## src/rtl/rwa_pkg.sv

```systemverilog
// Shared constants and controller/datapath interface types for the running window average.
`default_nettype none

package rwa_pkg;

    localparam int MAX_WINDOW   = 64;  // default depth of the sample ring
    localparam int WINDOW_RESET = 64;  // window length after reset, before clamping
    localparam int SAMPLE_W     = 32;
    localparam int CFG_W        = 7;

    // controller -> datapath
    typedef struct packed {
        logic capture;   // take the input word, fetch the oldest sample
        logic update;    // update ring, sum, fill count; load the divider
        logic step;      // one restoring division step
        logic load;      // move the quotient into the output register
    } t_cmd;

    // datapath -> controller
    typedef struct packed {
        logic div_last;  // the current step is the last one
        logic out_free;  // output register can take a word this cycle
    } t_status;

endpackage

`default_nettype wire

```

## src/rtl/rwa_ctrl.sv

```systemverilog
// Sequencer for the running window average: accept, fetch, update, divide, deliver.
`default_nettype none

module rwa_ctrl (
    input  wire logic             i_clk,
    input  wire logic             i_rst_n,
    input  wire logic             i_valid,
    output logic                  o_stall,
    input  wire rwa_pkg::t_status i_status,
    output rwa_pkg::t_cmd         o_cmd
);

    typedef enum logic [3:0] {
        ST_IDLE = 4'b0001,
        ST_READ = 4'b0010,
        ST_DIV  = 4'b0100,
        ST_DONE = 4'b1000
    } t_state;

    t_state r_state;
    t_state n_state;

    always_comb begin
        n_state = r_state;
        o_cmd   = '0;
        o_stall = 1'b1;
        case (r_state)
            ST_IDLE: begin
                o_stall = 1'b0;
                if (i_valid) begin
                    o_cmd.capture = 1'b1;
                    n_state       = ST_READ;
                end
            end
            ST_READ: begin
                o_cmd.update = 1'b1;
                n_state      = ST_DIV;
            end
            ST_DIV: begin
                o_cmd.step = 1'b1;
                if (i_status.div_last) begin
                    n_state = ST_DONE;
                end
            end
            ST_DONE: begin
                // hold the quotient until the output register frees up
                if (i_status.out_free) begin
                    o_cmd.load = 1'b1;
                    n_state    = ST_IDLE;
                end
            end
            default: begin
                n_state = ST_IDLE;
            end
        endcase
    end

    always_ff @(posedge i_clk) begin
        if (!i_rst_n) begin
            r_state <= ST_IDLE;
        end else begin
            r_state <= n_state;
        end
    end

endmodule

`default_nettype wire

```

## src/rtl/rwa_datapath.sv

```systemverilog
// Sample ring, running sum, fill tracking, bit-serial divider and output register.
`default_nettype none

module rwa_datapath #(
    parameter int MAX_WINDOW = rwa_pkg::MAX_WINDOW
) (
    input  wire logic                         i_clk,
    input  wire logic                         i_rst_n,
    input  wire rwa_pkg::t_cmd                i_cmd,
    output rwa_pkg::t_status                  o_status,
    input  wire logic [rwa_pkg::SAMPLE_W-1:0] i_sample,
    input  wire logic                         i_cfg_wr_en,
    input  wire logic [rwa_pkg::CFG_W-1:0]    i_cfg_wr_data,
    input  wire logic                         i_stall,
    output logic                              o_valid,
    output logic [rwa_pkg::SAMPLE_W-1:0]      o_average,
    output logic                              o_window_full
);

    localparam int SW       = rwa_pkg::SAMPLE_W;
    localparam int CFG_MAX  = (1 << rwa_pkg::CFG_W) - 1;
    localparam int LEN_MAX  = (MAX_WINDOW < CFG_MAX) ? MAX_WINDOW : CFG_MAX;
    localparam int LEN_RST  = (rwa_pkg::WINDOW_RESET > LEN_MAX) ? LEN_MAX
                                                                 : rwa_pkg::WINDOW_RESET;
    localparam int LEN_W    = $clog2(LEN_MAX + 1);
    localparam int PTR_W    = (LEN_MAX > 1) ? $clog2(LEN_MAX) : 1;
    localparam int SUM_W    = SW + $clog2(LEN_MAX);
    localparam int CNT_W    = $clog2(SUM_W);

    logic [SW-1:0]    r_ring [LEN_MAX];

    logic [LEN_W-1:0] r_len,  n_len;
    logic [LEN_W-1:0] r_fill, n_fill;
    logic [PTR_W-1:0] r_pos,  n_pos;
    logic [SUM_W-1:0] r_sum,  n_sum;
    logic [SW-1:0]    r_sample;
    logic [SW-1:0]    r_old;
    logic [LEN_W-1:0] r_div,  n_div;
    logic [LEN_W-1:0] r_rem,  n_rem;
    logic [SUM_W-1:0] r_quo,  n_quo;
    logic [CNT_W-1:0] r_cnt,  n_cnt;
    logic             r_full, n_full;
    logic             r_out_valid, n_out_valid;
    logic [SW-1:0]    r_out_avg;
    logic             r_out_full;

    logic             was_full;
    logic [LEN_W-1:0] fill_inc;
    logic [LEN_W-1:0] pos_inc;
    logic [LEN_W:0]   trial;
    logic             trial_ge;
    logic [LEN_W-1:0] cfg_len;

    always_comb begin
        // clamp the written length into 1..LEN_MAX
        if (i_cfg_wr_data == '0) begin
            cfg_len = LEN_W'(1);
        end else if (i_cfg_wr_data > rwa_pkg::CFG_W'(LEN_MAX)) begin
            cfg_len = LEN_W'(LEN_MAX);
        end else begin
            cfg_len = LEN_W'(i_cfg_wr_data);
        end

        was_full = (r_fill >= r_len);
        fill_inc = r_fill + LEN_W'(1);
        pos_inc  = LEN_W'(r_pos) + LEN_W'(1);
        trial    = {r_rem, r_quo[SUM_W-1]};
        trial_ge = (trial >= {1'b0, r_div});

        n_len  = r_len;
        n_fill = r_fill;
        n_pos  = r_pos;
        n_sum  = r_sum;
        n_div  = r_div;
        n_rem  = r_rem;
        n_quo  = r_quo;
        n_cnt  = r_cnt;
        n_full = r_full;

        if (i_cfg_wr_en) begin
            n_len  = cfg_len;
            n_fill = '0;
            n_pos  = '0;
            n_sum  = '0;
        end else if (i_cmd.update) begin
            // drop the oldest sample once the window is full, add the new one
            n_sum  = r_sum - (was_full ? SUM_W'(r_old) : '0) + SUM_W'(r_sample);
            n_fill = was_full ? r_fill : fill_inc;
            n_full = was_full || (fill_inc >= r_len);
            n_div  = was_full ? r_len : fill_inc;
            n_pos  = (pos_inc >= r_len) ? '0 : PTR_W'(pos_inc);
            n_quo  = n_sum;
            n_rem  = '0;
            n_cnt  = '0;
        end else if (i_cmd.step) begin
            n_rem = trial_ge ? LEN_W'(trial - {1'b0, r_div}) : trial[LEN_W-1:0];
            n_quo = {r_quo[SUM_W-2:0], trial_ge};
            n_cnt = r_cnt + CNT_W'(1);
        end

        if (i_cmd.load) begin
            n_out_valid = 1'b1;
        end else if (r_out_valid && !i_stall) begin
            n_out_valid = 1'b0;
        end else begin
            n_out_valid = r_out_valid;
        end
    end

    always_ff @(posedge i_clk) begin
        if (!i_rst_n) begin
            r_len       <= LEN_W'(LEN_RST);
            r_fill      <= '0;
            r_pos       <= '0;
            r_sum       <= '0;
            r_out_valid <= 1'b0;
        end else begin
            r_len       <= n_len;
            r_fill      <= n_fill;
            r_pos       <= n_pos;
            r_sum       <= n_sum;
            r_out_valid <= n_out_valid;
        end
    end

    always_ff @(posedge i_clk) begin
        r_div  <= n_div;
        r_rem  <= n_rem;
        r_quo  <= n_quo;
        r_cnt  <= n_cnt;
        r_full <= n_full;
        if (i_cmd.capture) begin
            r_sample <= i_sample;
        end
        if (i_cmd.load) begin
            r_out_avg  <= r_quo[SW-1:0];
            r_out_full <= r_full;
        end
    end

    // ring: entries past the fill count are never used, so no clearing is needed
    always_ff @(posedge i_clk) begin
        if (i_cmd.capture) begin
            r_old <= r_ring[r_pos];
        end
    end

    always_ff @(posedge i_clk) begin
        if (i_cmd.update) begin
            r_ring[r_pos] <= r_sample;
        end
    end

    assign o_status.div_last = (r_cnt == CNT_W'(SUM_W - 1));
    assign o_status.out_free = !r_out_valid || !i_stall;

    assign o_valid       = r_out_valid;
    assign o_average     = r_out_avg;
    assign o_window_full = r_out_full;

    a_fill_in_range: assert property (@(posedge i_clk) disable iff (!i_rst_n)
        r_fill <= r_len)
        else $error("fill count beyond window length");

    a_pos_in_range: assert property (@(posedge i_clk) disable iff (!i_rst_n)
        LEN_W'(r_pos) < r_len)
        else $error("write position beyond window length");

    a_rem_below_div: assert property (@(posedge i_clk) disable iff (!i_rst_n)
        i_cmd.step |-> (r_rem < r_div) && (r_div != '0))
        else $error("divider remainder out of range");

    a_update_starts_div: assert property (@(posedge i_clk) disable iff (!i_rst_n)
        i_cmd.update |=> i_cmd.step && (r_cnt == '0))
        else $error("division did not start after update");

endmodule

`default_nettype wire

```

## src/rtl/running_window_average_top.sv

```systemverilog
// Running window average: one sample word in, one truncated mean word out, with a fill flag.
// While a sample word is accepted, the oldest sample is fetched from the ring memory. Then
// the ring, sum and fill count are updated and the one-bit-per-cycle restoring divider
// forms the SUM_W-bit quotient (SUM_W = 32 + clog2(depth) = 38 at the default depth 64),
// which waits for a free output register. The next sample word is taken while
// a finished result still waits in that register. A write on the configuration port sets
// the window length (0 is taken as 1, values past the depth saturate) and empties the
// window; write it only while no sample word is in flight. No clearing pass follows reset.
`default_nettype none

module running_window_average_top #(
    parameter int MAX_WINDOW = rwa_pkg::MAX_WINDOW
) (
    input  wire logic                         i_clk,
    input  wire logic                         i_rst_n,
    input  wire logic                         i_valid,
    output logic                              o_stall,
    input  wire logic [rwa_pkg::SAMPLE_W-1:0] i_sample,
    output logic                              o_valid,
    input  wire logic                         i_stall,
    output logic [rwa_pkg::SAMPLE_W-1:0]      o_average,
    output logic                              o_window_full,
    input  wire logic                         i_cfg_wr_en,
    input  wire logic [rwa_pkg::CFG_W-1:0]    i_cfg_wr_data
);

    rwa_pkg::t_cmd    cmd;
    rwa_pkg::t_status status;

    rwa_ctrl u_ctrl (
        .i_clk    (i_clk),
        .i_rst_n  (i_rst_n),
        .i_valid  (i_valid),
        .o_stall  (o_stall),
        .i_status (status),
        .o_cmd    (cmd)
    );

    rwa_datapath #(
        .MAX_WINDOW (MAX_WINDOW)
    ) u_datapath (
        .i_clk         (i_clk),
        .i_rst_n       (i_rst_n),
        .i_cmd         (cmd),
        .o_status      (status),
        .i_sample      (i_sample),
        .i_cfg_wr_en   (i_cfg_wr_en),
        .i_cfg_wr_data (i_cfg_wr_data),
        .i_stall       (i_stall),
        .o_valid       (o_valid),
        .o_average     (o_average),
        .o_window_full (o_window_full)
    );

endmodule

`default_nettype wire
```

## config.mk

```make
export PLATFORM = sky130hd
export DESIGN_NAME = running_window_average_top
export DESIGN_NICKNAME = d
export VERILOG_FILES = /design/src/rtl/rwa_pkg.sv /design/src/rtl/rwa_ctrl.sv /design/src/rtl/rwa_datapath.sv /design/src/rtl/running_window_average_top.sv
export SDC_FILE = /design/constraint.sdc
export NUM_CORES = 2
export LEC_CHECK = 0
export ABC_AREA = 0
export BUFFER_PORTS_ARGS = -buffer_cell sky130_fd_sc_hd__buf_4
export CORE_ASPECT_RATIO = 1.1
export CORE_MARGIN = 3
export CORE_UTILIZATION = 30
export DETAILED_ROUTE_END_ITERATION = 10
export PLACE_DENSITY_LB_ADDON = 0.15
export SLEW_MARGIN = 5
export SYNTH_ARGS = -nofsm -noshare
export SYNTH_HDL_FRONTEND = slang
export SYNTH_SLANG_ARGS = --single-unit
```

## constraint.sdc

```tcl
create_clock -name i_clk -period 8.5 [get_ports i_clk]
set_clock_uncertainty 0.15 [all_clocks]
set_input_delay 1.7 -clock i_clk [delete_from_list [all_inputs] [get_ports i_clk]]
set_output_delay 1.7 -clock i_clk [all_outputs]
set_load 0.005 [all_outputs]
```

==> metrics.md <==
| Metric | Value |
|---|---|
| Status | complete, no violations |
| Critical Path End Type | register |
| Clk_lat worst skew | 0.88 ns |
| FMAX | 0.158 GHz |
| Critical path class | register to register |
| First-pass GRT wire length | 405 mm |
| Post-Syn Area | 85800 um^2 |
| Yosys warning total | 0 |
| Min Clock Period, post-route | 6.31 ns |
| Routability Congestion | 0.788 |
| Final Hold Vio Count | 0 |
| CP Cell Sequence | inv_1, ha_1, nand2b_1, a21o_1, a21o_1, a21o_1, a21o_1, a21o_1, a21oi_4, buf_4, nor2b_1, ha_1, inv_1, ha_1, inv_1, fa_1, and2b_1, o2111ai_2, a21boi_2, o31ai_2, o31ai_4, a311oi_1, or4_1, nand3_1 |
| Number of core rows | slightly above 200 |
| DIE AREA | 292000 um^2 |
| HP Class | register to register |
| CTS root buf | clkbuf_16 |
| Pleak | 30.8 nW |
| CTS tree | done |
| Synth Register Bits | 2267 |
| Total Power | 23.0 mW |
| Initial DRC count | approximately 5300 |
| Antenna violation net count after detailed routing | 0 |
| Critical path required time | 9.09 ns |
| Area leader, netlist | edfxtp_1 |
| Post-synth EDFFs | 2204 |
| Peak VDD IR | ~230 uV |
| Wire length per cell | 32.0 um |
| Grt ovf | 0 |
| Max-slew violations | 0 |
| Sink Count | 2267 |
| P&R area growth vs syn | 15.6% |
| Unrepaired setup endpoints after global routing | no |
| Top delay family on crit path | compound AO/OA/AOI/OAI gates |
| Hpwl dp | around 170 mm |
| Gr usage total | 0.196 |
| CP Launch Type | register |
| Buffer and inverter count on the worst path | 4 |
| IO Port Bufs | 78 |
| Sum Neg Setup Slack | 0 ns |
| Tcrit/Tclk final | 0.743 |
| Vias | 49246 |
| Initial Util | 0.302 |
| H-tree depth reported by CTS | 4 |
| Worst-margin pin slew | roughly 1.3 ns |
| Maximum root-to-sink buffer count | 3 |
| Max-cap violations | 0 |
| DRT Pass-1 Iters | 5 |
| Cells after Synth | between 5000 and 6000 |
| Largest cells by area after synthesis | edfxtp_1, a22oi_1, a221oi_1, a22o_1, a31oi_1 |
| Core ar. | 284000 um^2 |
| CTS resizes | 0 |
| Fraction of registers with async set/reset | 0 |
| Hold-fix buffer count after cts | 0 |
| CTS buffer count | 233 |
| Final wirelength | 293 mm |
| Vias in the first global route | 48719 |
| P per Cell Area | 232 nW/um^2 |
| Drt via density | approximately 5.4 |
| Die width | 516 um |
| Commonest non-fill, non-tap cell in the layout | edfxtp_1 |
| Net Count, Synth | 5175 |
| Final instance area | 99200 um^2 |
| Most frequent CP cell | a21o_1 |
| NumNets Final | 5370 |
| Chip Height | 567 um |
| Setup Buffers After CTS | 0 |
| CP Max Fanout | 22 |
| Io pins | 79 |
| CP arrival | 6.90 ns |
| Share of cells above drive strength 1 | 0.129 |
| CP peak stage delay | 0.65 ns |
| Area after DPL | 92100 um^2 |
| Most frequent cells in the layout | edfxtp_1, a22oi_1, buf_4 |
| Register area share after synthesis | 0.786 |
| Ys flop type | edfxtp_1 |
| # setup viols final | 0 |
| Antenna violations before repair | 13 |
| Largest net degree at the start of global routing | 92 |
| Synth cell types | 76 |
| Post-route DRC | 0 |
| Syn Area/Cell | roughly 17 um^2 |
| Slew HR | 0.133 |
| CP max stage cell | a21oi_4 |
| Post-synth top area share | 0.771 |
| Clock Pin Slew Worst Setup and Hold Paths | 0.07 ns |
-- routing by layer --
metal	wire, um	vias up	global-route usage	share of wire
li1	-	21066	-	-
met1	130000	26310	0.273	0.44
met2	140000	1553	0.318	0.48
met3	15300	313	0.0268	0.052
met4	8160	4	0.0550	0.028
met5	27	-	0	0.000092
-- cell type report --
class                      count  area [um^2]
timing repair buffer         268         2210
antenna                        5         12.5
fill                       26760       185000
inverter                     162          608
tap                         3726         4660
sequential                  2267        67400
clock buffer                 307         6160
clock inverter               129          942
multi-input combinational   2291        17200
-- flip-flops by register name, indices dropped and copies added (netlist names), 7 cells and up --
name                  cells
u_datapath.r_rem          7
u_datapath.r_fill         7
u_datapath.r_sum         38
u_datapath.r_quo         38
u_datapath.r_old         32
u_datapath.r_div          7
u_datapath.r_ring      2048
u_datapath.r_sample      32
u_datapath.o_average     32
u_datapath.r_len          7
-- cell usage after synthesis (18+ instances only) --
master / n
inv_1: 162
nand4_1: 62
nor2b_1: 39
nand2b_1: 20
mux2i_1: 19
a31oi_1: 208
edfxtp_1: 2204
xnor2_1: 22
a221oi_1: 210
a21oi_1: 131
nand2_1: 175
o21ai_0: 38
dfxtp_1: 63
a22oi_1: 608
fa_1: 33
nor2_1: 122
nor4_1: 43
buf_1: 83
buf_2: 72
clkbuf_1: 153
nand3_1: 53
a22o_1: 208
a21o_1: 30
nor3_1: 18
ha_1: 70
-- path summary, 6_finish.rpt --
path	from	endpoint	slack, ns	cells past startpoint
worst max-delay path	u_datapath.r_fill[0]	u_datapath.r_quo[22]	2.19	24
worst min-delay path	u_datapath.r_full	u_datapath.o_window_full	0.30	0
worst max register to register	u_datapath.r_fill[0]	u_datapath.r_quo[22]	2.19	24
worst min register to register	u_datapath.r_full	u_datapath.o_window_full	0.30	0
-- per-stage QoR --
stage / std cells / hold slack [ns] / setup WS (ns) / util
detailed placement: 8714 / 0.272 / 2.15 / 0.324
floorplan: 5028 / 0.250 / 0.739 / -
CTS: 9150 / 0.292 / 2.13 / 0.349
global placement: 8714 / 0.259 / 2.22 / 0.324
finish: 9155 / 0.296 / 2.19 / 0.349
global route: 9151 / 0.306 / 1.80 / 0.349
-- logic make-up (layout without fill, tap and decap cells) --
logic type | Yosys count | after routing | share of synthesized area
xor gates and xnor gates | 34 | 34 | 0.00347
and+or+nand+nor | 601 | 601 | 0.0348
buffers and inverters | 470 | 866 | 0.0216
other | 0 | 5 | 0
AOI/OAI and AO/OA | 1527 | 1527 | 0.133
muxes | 26 | 26 | 0.00314
DFF | 2267 | 2267 | 0.786
adders and majority gates | 103 | 103 | 0.0179
-- report_power, final --
group / internal (mW) / switching, mW
Sequential: 12.4 / 0.0358
Combinational: 0.239 / 0.688
Clock: 5.35 / 4.35
Total: 18.0 / 5.07
No activity file was read; power rests on OpenSTA's default activity.
